File: config.mk
export PLATFORM = sky130hd
export DESIGN_NAME = md5_hash_engine_top
export DESIGN_NICKNAME = d
export VERILOG_FILES = /design/src/hw/rtl/md5_pkg.sv /design/src/hw/rtl/md5_ctrl.sv /design/src/hw/rtl/md5_dp.sv /design/src/hw/rtl/md5_hash_engine_top.sv
export SDC_FILE = /design/constraint.sdc
export NUM_CORES = 2
export LEC_CHECK = 0
export BUFFER_PORTS_ARGS = -buffer_cell sky130_fd_sc_hd__buf_2
export CAP_MARGIN = 20
export CORE_MARGIN = 4
export CORE_UTILIZATION = 54
export CTS_CLUSTER_DIAMETER = 80
export CTS_CLUSTER_SIZE = 14
export DETAILED_ROUTE_END_ITERATION = 10
export PLACE_DENSITY = 0.76
export SYNTH_ARGS = -nofsm -noshare
export SYNTH_HDL_FRONTEND = slang
export SYNTH_SLANG_ARGS = --single-unit
export TNS_END_PERCENT = 10
File: constraint.sdc
create_clock -name clk -period 14.5 [get_ports clk]
set_input_delay 2.9 -clock clk [delete_from_list [all_inputs] [get_ports clk]]
set_output_delay 2.9 -clock clk [all_outputs]
set_load 0.01 [all_outputs]
File: src/hw/rtl/md5_pkg.sv
package md5_pkg;

	// MD5 initial chaining values A, B, C, D.
	localparam logic [31:0] INIT_WORDS [4] = '{
		32'h67452301, 32'hefcdab89, 32'h98badcfe, 32'h10325476
	};

	localparam logic [7:0] PAD_BYTE = 8'h80;
	localparam logic [5:0] LEN_POS  = 6'd56;

	// Per-step additive constants.
	localparam logic [31:0] K_TAB [64] = '{
		32'hd76aa478, 32'he8c7b756, 32'h242070db, 32'hc1bdceee,
		32'hf57c0faf, 32'h4787c62a, 32'ha8304613, 32'hfd469501,
		32'h698098d8, 32'h8b44f7af, 32'hffff5bb1, 32'h895cd7be,
		32'h6b901122, 32'hfd987193, 32'ha679438e, 32'h49b40821,
		32'hf61e2562, 32'hc040b340, 32'h265e5a51, 32'he9b6c7aa,
		32'hd62f105d, 32'h02441453, 32'hd8a1e681, 32'he7d3fbc8,
		32'h21e1cde6, 32'hc33707d6, 32'hf4d50d87, 32'h455a14ed,
		32'ha9e3e905, 32'hfcefa3f8, 32'h676f02d9, 32'h8d2a4c8a,
		32'hfffa3942, 32'h8771f681, 32'h6d9d6122, 32'hfde5380c,
		32'ha4beea44, 32'h4bdecfa9, 32'hf6bb4b60, 32'hbebfbc70,
		32'h289b7ec6, 32'heaa127fa, 32'hd4ef3085, 32'h04881d05,
		32'hd9d4d039, 32'he6db99e5, 32'h1fa27cf8, 32'hc4ac5665,
		32'hf4292244, 32'h432aff97, 32'hab9423a7, 32'hfc93a039,
		32'h655b59c3, 32'h8f0ccc92, 32'hffeff47d, 32'h85845dd1,
		32'h6fa87e4f, 32'hfe2ce6e0, 32'ha3014314, 32'h4e0811a1,
		32'hf7537e82, 32'hbd3af235, 32'h2ad7d2bb, 32'heb86d391
	};

	// Rotate amounts per round and per step within a group of four.
	localparam logic [4:0] SHIFT_TAB [4][4] = '{
		'{5'd7, 5'd12, 5'd17, 5'd22},
		'{5'd5, 5'd9,  5'd14, 5'd20},
		'{5'd4, 5'd11, 5'd16, 5'd23},
		'{5'd6, 5'd10, 5'd15, 5'd21}
	};

	// Message word index = (start + stride * step) mod 16, per round.
	localparam logic [3:0] G_START  [4] = '{4'd0, 4'd1, 4'd5, 4'd0};
	localparam logic [3:0] G_STRIDE [4] = '{4'd1, 4'd5, 4'd3, 4'd7};

	typedef enum logic [2:0] {
		ST_IDLE,
		ST_LOAD,
		ST_ROUND,
		ST_FOLD,
		ST_PAD,
		ST_PAD2,
		ST_EMIT
	} md5_state_t;

	// What follows a compression pass.
	typedef enum logic [1:0] {
		KD_DATA,
		KD_DATA_LAST,
		KD_OVF,
		KD_FINAL
	} md5_kind_t;

	typedef struct packed {
		logic byte_wr;
		logic pad;
		logic pad2;
		logic load;
		logic round;
		logic fold;
		logic emit;
	} md5_cmd_t;

	typedef struct packed {
		logic pos_wrap;
		logic pos_hi;
		logic step_last;
	} md5_status_t;

	function automatic logic [3:0] msg_index(input logic [5:0] step);
		logic [1:0] rnd;
		logic [7:0] prod;
		rnd  = step[5:4];
		prod = {4'b0000, step[3:0]} * {4'b0000, G_STRIDE[rnd]} + {4'b0000, G_START[rnd]};
		return prod[3:0];
	endfunction

endpackage

File: src/hw/rtl/md5_ctrl.sv
module md5_ctrl (
	input  logic                clk,
	input  logic                arst_n,
	input  logic                in_valid,
	input  logic                in_has_byte,
	input  logic                in_last,
	output logic                in_ready,
	output logic                out_valid,
	input  logic                out_ready,
	input  md5_pkg::md5_status_t st,
	output md5_pkg::md5_cmd_t   cmd
);
	import md5_pkg::*;

	md5_state_t state_q, state_d;
	md5_kind_t  kind_q, kind_d;
	logic       out_valid_q;

	always_ff @(posedge clk or negedge arst_n) begin
		if (!arst_n) begin
			state_q     <= ST_IDLE;
			kind_q      <= KD_DATA;
			out_valid_q <= 1'b0;
		end else begin
			state_q <= state_d;
			kind_q  <= kind_d;
			if (cmd.emit) begin
				out_valid_q <= 1'b1;
			end else if (out_ready) begin
				out_valid_q <= 1'b0;
			end
		end
	end

	assign out_valid = out_valid_q;

	always_comb begin
		state_d  = state_q;
		kind_d   = kind_q;
		cmd      = '0;
		in_ready = 1'b0;
		unique case (state_q)
			ST_IDLE: begin
				in_ready = 1'b1;
				if (in_valid) begin
					cmd.byte_wr = in_has_byte;
					if (in_has_byte && st.pos_wrap) begin
						kind_d  = in_last ? KD_DATA_LAST : KD_DATA;
						state_d = ST_LOAD;
					end else if (in_last) begin
						state_d = ST_PAD;
					end
				end
			end
			ST_LOAD: begin
				cmd.load = 1'b1;
				state_d  = ST_ROUND;
			end
			ST_ROUND: begin
				cmd.round = 1'b1;
				if (st.step_last) begin
					state_d = ST_FOLD;
				end
			end
			ST_FOLD: begin
				cmd.fold = 1'b1;
				unique case (kind_q)
					KD_DATA:      state_d = ST_IDLE;
					KD_DATA_LAST: state_d = ST_PAD;
					KD_OVF:       state_d = ST_PAD2;
					KD_FINAL:     state_d = ST_EMIT;
					default:      state_d = ST_IDLE;
				endcase
			end
			ST_PAD: begin
				cmd.pad = 1'b1;
				kind_d  = st.pos_hi ? KD_OVF : KD_FINAL;
				state_d = ST_LOAD;
			end
			ST_PAD2: begin
				cmd.pad2 = 1'b1;
				kind_d   = KD_FINAL;
				state_d  = ST_LOAD;
			end
			ST_EMIT: begin
				if (!out_valid_q || out_ready) begin
					cmd.emit = 1'b1;
					state_d  = ST_IDLE;
				end
			end
			default: state_d = ST_IDLE;
		endcase
	end

endmodule

File: src/hw/rtl/md5_dp.sv
module md5_dp (
	input  logic                 clk,
	input  logic                 arst_n,
	input  logic [7:0]           data_byte,
	input  md5_pkg::md5_cmd_t    cmd,
	output md5_pkg::md5_status_t st,
	output logic [127:0]         digest
);
	import md5_pkg::*;

	logic [31:0]  chain_q [4];
	logic [31:0]  buf_q [16];
	logic [5:0]   pos_q;
	logic [60:0]  cnt_q;
	logic [5:0]   step_q;
	logic [31:0]  a_q, b_q, c_q, d_q, pre_q;
	logic [127:0] out_q;

	logic [1:0]  rnd;
	logic [31:0] f, sum, rot, tmp;
	logic [63:0] dbl, len_bits;
	logic [5:0]  step_nx;
	logic [31:0] pre_nx;

	assign st.pos_wrap  = (pos_q == 6'd63);
	assign st.pos_hi    = (pos_q >= LEN_POS);
	assign st.step_last = (step_q == 6'd63);
	assign digest       = out_q;
	assign len_bits     = {cnt_q, 3'b000};

	always_comb begin
		rnd = step_q[5:4];
		case (rnd)
			2'd0:    f = (b_q & c_q) | (~b_q & d_q);
			2'd1:    f = (b_q & d_q) | (c_q & ~d_q);
			2'd2:    f = b_q ^ c_q ^ d_q;
			default: f = c_q ^ (b_q | ~d_q);
		endcase
		sum     = pre_q + f;
		dbl     = {sum, sum} << SHIFT_TAB[rnd][step_q[1:0]];
		rot     = dbl[63:32];
		tmp     = b_q + rot;
		step_nx = step_q + 6'd1;
		// The next step's a is the current d, so its sum is started now.
		pre_nx  = d_q + K_TAB[step_nx] + buf_q[msg_index(step_nx)];
	end

	// Chaining words, byte position and length counter.
	always_ff @(posedge clk or negedge arst_n) begin
		if (!arst_n) begin
			for (int i = 0; i < 4; i++) begin
				chain_q[i] <= INIT_WORDS[i];
			end
			pos_q  <= '0;
			cnt_q  <= '0;
			step_q <= '0;
		end else begin
			if (cmd.byte_wr) begin
				pos_q <= pos_q + 6'd1;
				cnt_q <= cnt_q + 61'd1;
			end
			if (cmd.load) begin
				step_q <= '0;
			end else if (cmd.round) begin
				step_q <= step_nx;
			end
			if (cmd.fold) begin
				chain_q[0] <= chain_q[0] + a_q;
				chain_q[1] <= chain_q[1] + b_q;
				chain_q[2] <= chain_q[2] + c_q;
				chain_q[3] <= chain_q[3] + d_q;
			end else if (cmd.emit) begin
				for (int i = 0; i < 4; i++) begin
					chain_q[i] <= INIT_WORDS[i];
				end
				pos_q <= '0;
				cnt_q <= '0;
			end
		end
	end

	// Working variables and the digest register.
	always_ff @(posedge clk) begin
		if (cmd.load) begin
			a_q   <= chain_q[0];
			b_q   <= chain_q[1];
			c_q   <= chain_q[2];
			d_q   <= chain_q[3];
			pre_q <= chain_q[0] + K_TAB[0] + buf_q[0];
		end else if (cmd.round) begin
			a_q   <= d_q;
			b_q   <= tmp;
			c_q   <= b_q;
			d_q   <= c_q;
			pre_q <= pre_nx;
		end
		if (cmd.emit) begin
			out_q <= {chain_q[3], chain_q[2], chain_q[1], chain_q[0]};
		end
	end

	// Block buffer: byte writes, the padding pass and the overflow pass.
	always_ff @(posedge clk) begin
		if (cmd.byte_wr) begin
			buf_q[pos_q[5:2]][{pos_q[1:0], 3'b000} +: 8] <= data_byte;
		end else if (cmd.pad) begin
			for (int w = 0; w < 16; w++) begin
				// The length words go in directly when the pad byte leaves room.
				if (w >= 14 && !st.pos_hi) begin
					buf_q[w] <= len_bits[(w - 14) * 32 +: 32];
				end else begin
					for (int l = 0; l < 4; l++) begin
						if (6'(w * 4 + l) == pos_q) begin
							buf_q[w][l*8 +: 8] <= PAD_BYTE;
						end else if (6'(w * 4 + l) > pos_q) begin
							buf_q[w][l*8 +: 8] <= 8'h00;
						end
					end
				end
			end
		end else if (cmd.pad2) begin
			for (int w = 0; w < 14; w++) begin
				buf_q[w] <= '0;
			end
			buf_q[14] <= len_bits[31:0];
			buf_q[15] <= len_bits[63:32];
		end
	end

endmodule

File: src/hw/rtl/md5_hash_engine_top.sv
// Channel   | Direction | Signals                                   | Contents
// ----------+-----------+-------------------------------------------+---------------------------
// s_axis    | input     | tvalid, tready, tdata[7:0], tuser, tlast  | message byte, byte flag, end
// m_axis    | output    | tvalid, tready, tdata[127:0]              | 128-bit digest
//
// A transaction carrying a byte that does not complete a 64-byte block is taken while the
// engine is idle. The byte that completes a block adds a compression pass (load, 64 round
// steps, fold) in the single shared round unit. A final transaction adds a padding step, a
// pass and an output step, with a second padding step and pass when the padding overflows.
// Reset (arst_n low) restores the MD5 initial chaining values and clears the counters.
// A waiting digest does not block new input; only a second digest stalls until it is taken.

module md5_hash_engine_top (
	input  logic         clk,
	input  logic         arst_n,
	input  logic         s_axis_tvalid,
	output logic         s_axis_tready,
	input  logic [7:0]   s_axis_tdata,  // [7:0] data_byte
	input  logic         s_axis_tuser,  // [0] has_byte
	input  logic         s_axis_tlast,  // is_last
	output logic         m_axis_tvalid,
	input  logic         m_axis_tready,
	output logic [127:0] m_axis_tdata   // [63:0] digest_first_half, [127:64] digest_second_half
);
	import md5_pkg::*;

	md5_cmd_t    cmd;
	md5_status_t st;

	// The controller sequences byte intake, compression passes, padding and output.
	md5_ctrl u_ctrl (
		.clk        (clk),
		.arst_n     (arst_n),
		.in_valid   (s_axis_tvalid),
		.in_has_byte(s_axis_tuser),
		.in_last    (s_axis_tlast),
		.in_ready   (s_axis_tready),
		.out_valid  (m_axis_tvalid),
		.out_ready  (m_axis_tready),
		.st         (st),
		.cmd        (cmd)
	);

	// The datapath holds the block buffer, chaining words, the round unit and the
	// digest register that parts the output from the rest of the engine.
	md5_dp u_dp (
		.clk      (clk),
		.arst_n   (arst_n),
		.data_byte(s_axis_tdata),
		.cmd      (cmd),
		.st       (st),
		.digest   (m_axis_tdata)
	);

endmodule

==> out/qor.csv <==
metric;value;unit
status;finished, final reports clean;
EDFF count, synth;400;
minimum clock period;10.26;ns
Pint;4.054;mW
dpl ws;4.495;ns
DR DRC count;0;
Reg2Reg Setup Slack;4.24;ns
final std cells w/o fill;8949;
metal2 WL;101800;microns
largest net degree at the start of global routing;223;
endpoint class of the critical path;flop;
Vias;59150;
Cells after DPL;8794;
Die Span X;353.0;microns
initial antenna violation count;9;
clk_lat worst skew;0.71;ns
CP arrival;10.64;ns
endpoints failing setup;0;
M1 WL;80320;microns
CP peak stage delay;0.63;ns
CTS Hold Bufs;0;
YS warnings;0;
layout cell share with drive strength beyond 1;8.799;%
Slew @ Worst Pin;1.137;ns
area leader, netlist;edfxtp_1;
ys flop type;edfxtp_1;
reg-to-reg endpoint;u_dp.b_q[30]$_DFFE_PP_;
max layer used;met5;
Min-Delay Path Class;reg2reg;
Flop pwr share;56.4;%
setup TNS;0;ns
Pwr per Cell Area;75.60;nW/um^2
FF-to-FF Start;u_dp.step_q[4]$_DFFE_PN0P_;
Routed WL;222500;microns
CTS H-tree depth;3;
sw frac;21.95;%
fmax;97.48;MHz
hpwl dp;161800;microns
# resized after CTS;0;
Post-CTS Setup Repair Bufs;0;
number of global-route vias before repair;55490;
Final Cycle Share;70.75;%
top post-synthesis cells by count;nor2_1, a21oi_1, nand2_1;
clock network power share;43.0;%
Final #Nets;7726;
Final Power;5.194;mW
clock-pin slew on the worst setup and hold paths;0.07;ns
CP Class;reg2reg;
Post-Synthesis Cell Area;64260;sq um
HP Start;u_dp.buf_q[6][3]$_SDFFE_PP0P_;
Final Hold Fails;0;
Max Cap Viol;0;
Num CTS Buffers;85;
register area share after synthesis;39.34;%
Clock Sinks;1007;
count leader, synth;nor2_1;
First-pass DRT Iterations;9;
final worst slack;4.242;ns
Reg2Reg Depth;40;
synthesized flop and latch total;1007;
RSZ-0062 raised after global routing;false;
CTS tree;built;
fraction of registers with async set/reset;20.56;%
met3 wire len;21490;microns
Starting Density;54.42;%
post-DR vias/cell;6.610;
die area;124600;sq um
Hold Crit Depth;2;
Logic pwr share;0.6;%
top-area cell type share of the netlist area;18.69;%
startpoint type of the worst setup path;flop;
Slew headroom;23.66;%
Final ANT Viol Nets;0;
Req. time, crit path;14.88;ns
Cell variety after synth;94;
# IOs;144;
Syn Nets;7851;
root buffer cell;clkbuf_16;
num rows;126;
Syn-to-layout area delta;6.910;%
Core ar.;118100;sq um
Mapped Avg Cell Area;8.595;sq um
CTS max path bufs;3;
Lkg Pwr;27.75;nW
switching pwr;1.140;mW
Global Route Usage Sum;34.37;%
Slowest-stage cell, CP;dfrtp_1;
Synth area leaders;edfxtp_1, dfxtp_1, nor2_1;
Die Height;353.0;microns
Max Slew Vio Count;0;
global-route wire length before repair;335200;microns
DRT iter0 DRCs;7244;
gpl congestion;1.000;
Max rail drop VDD;0.09012;mV
Mapped Cells;7477;
GR Overflow Total;0;
Crit Path Max Fanout;63;
Clock Skews;0.04264;ns
CP dominant cell by count;o21ai_0;
IO buf count;143;
WHS Endpoint;u_dp.buf_q[6][3]$_SDFFE_PP0P_;
Avg WL per Cell;24.86;microns
[worst max-delay path, delay by kind of cell (launching register included)]
family | cells | cell delay (ns)
multiplexers | 2 | 0.38
AND/OR/NAND/NOR | 5 | 0.60
XOR/XNOR | 2 | 0.36
flip-flops | 1 | 0.63
buffers and inverters | 3 | 0.87
AO/OA/AOI/OAI | 23 | 5.32
adder cells (fa/ha/maj) | 5 | 1.71
[state kept, by name (all words and copies together) (netlist names), 2 cells and up]
signal and count:
u_dp.cnt_q 61, u_dp.b_q 32, u_ctrl.state_q 3, u_dp.pos_q 6
u_dp.d_q 32, u_dp.step_q 6, u_dp.a_q 32, u_dp.chain_q 128
u_dp.c_q 32, u_dp.digest 128, u_ctrl.kind_q 2, u_dp.pre_q 32
u_dp.buf_q 512
[stage by stage]
step | cell area, sq um | hold slack (ns) | util (%)
floorplan | 64260 | 0.4485 | -
CTS | 68610 | 0.4855 | 58.10
global placement | 66060 | 0.4608 | 55.95
global route | 68700 | 0.4969 | 58.18
finish | 68700 | 0.4828 | 58.18
detailed placement | 66070 | 0.4702 | 55.96
[layout by cell type (no fill, tap or decap), types with 143 or more instances in the layout]
| master | count |
|---|---|
| inv_1 | 292 |
| nor2_1 | 1288 |
| a21oi_1 | 893 |
| o21ai_0 | 499 |
| ha_1 | 316 |
| xor2_1 | 145 |
| dfxtp_1 | 400 |
| mux4_2 | 162 |
| nand2_1 | 751 |
| buf_2 | 145 |
| dfrtp_1 | 143 |
| edfxtp_1 | 400 |
[worst max-delay path by stage]
stage	endpoint	from	cells past startpoint	slack (ns)
floorplan	u_dp.pre_q[31]$_DFFE_PP_	u_dp.step_q[3]$_DFFE_PN0P_	38	5.52
global placement	u_dp.b_q[30]$_DFFE_PP_	u_dp.step_q[4]$_DFFE_PN0P_	40	4.85
detailed placement	u_dp.b_q[30]$_DFFE_PP_	u_dp.step_q[4]$_DFFE_PN0P_	39	4.49
CTS	u_dp.b_q[30]$_DFFE_PP_	u_dp.step_q[4]$_DFFE_PN0P_	40	4.43
global route	u_dp.b_q[30]$_DFFE_PP_	u_dp.step_q[4]$_DFFE_PN0P_	39	3.49
finish	u_dp.b_q[30]$_DFFE_PP_	u_dp.step_q[4]$_DFFE_PN0P_	40	4.24
[routing by layer]
layer	GRT usage, %	up-vias
met5	0	-
met4	23.50	2
met3	6.993	884
met2	56.11	3460
met1	41.00	28250
li1	-	26560
[power by group through the flow]
stage          clock (mW)  combinational (mW)  sequential [mW]
5_1_grt              2.35              0.0337             2.93
3_3_place_gp            0              0.0307             2.99
3_5_place_dp            0              0.0311             2.99
4_1_cts              2.25              0.0313             2.93
6_report             2.23              0.0316             2.93
2_1_floorplan           0             0.00934             2.99
[layout make-up]
type | count | area [sq um]
clock buffers | 133 | 2328
flip-flops and latches | 1007 | 25280
repair buffers | 233 | 1471
inverters | 300 | 1134
fillers | 10350 | 49380
multi-input cells | 5725 | 36360
diodes | 3 | 7.507
well taps | 1536 | 1922
clock inverters | 12 | 206.4
[logic make-up after synthesis]
group / Yosys count / share of synthesized area (%)
AND/OR/NAND/NOR: 2653 / 17.55
AO/OA/AOI/OAI: 2203 / 20.72
flip-flops: 1007 / 39.34
buffers and inverters: 745 / 4.367
adder cells (fa/ha/maj): 360 / 7.476
XOR/XNOR: 286 / 3.910
multiplexers: 223 / 6.643
No activity file was read; power rests on OpenSTA's default activity.
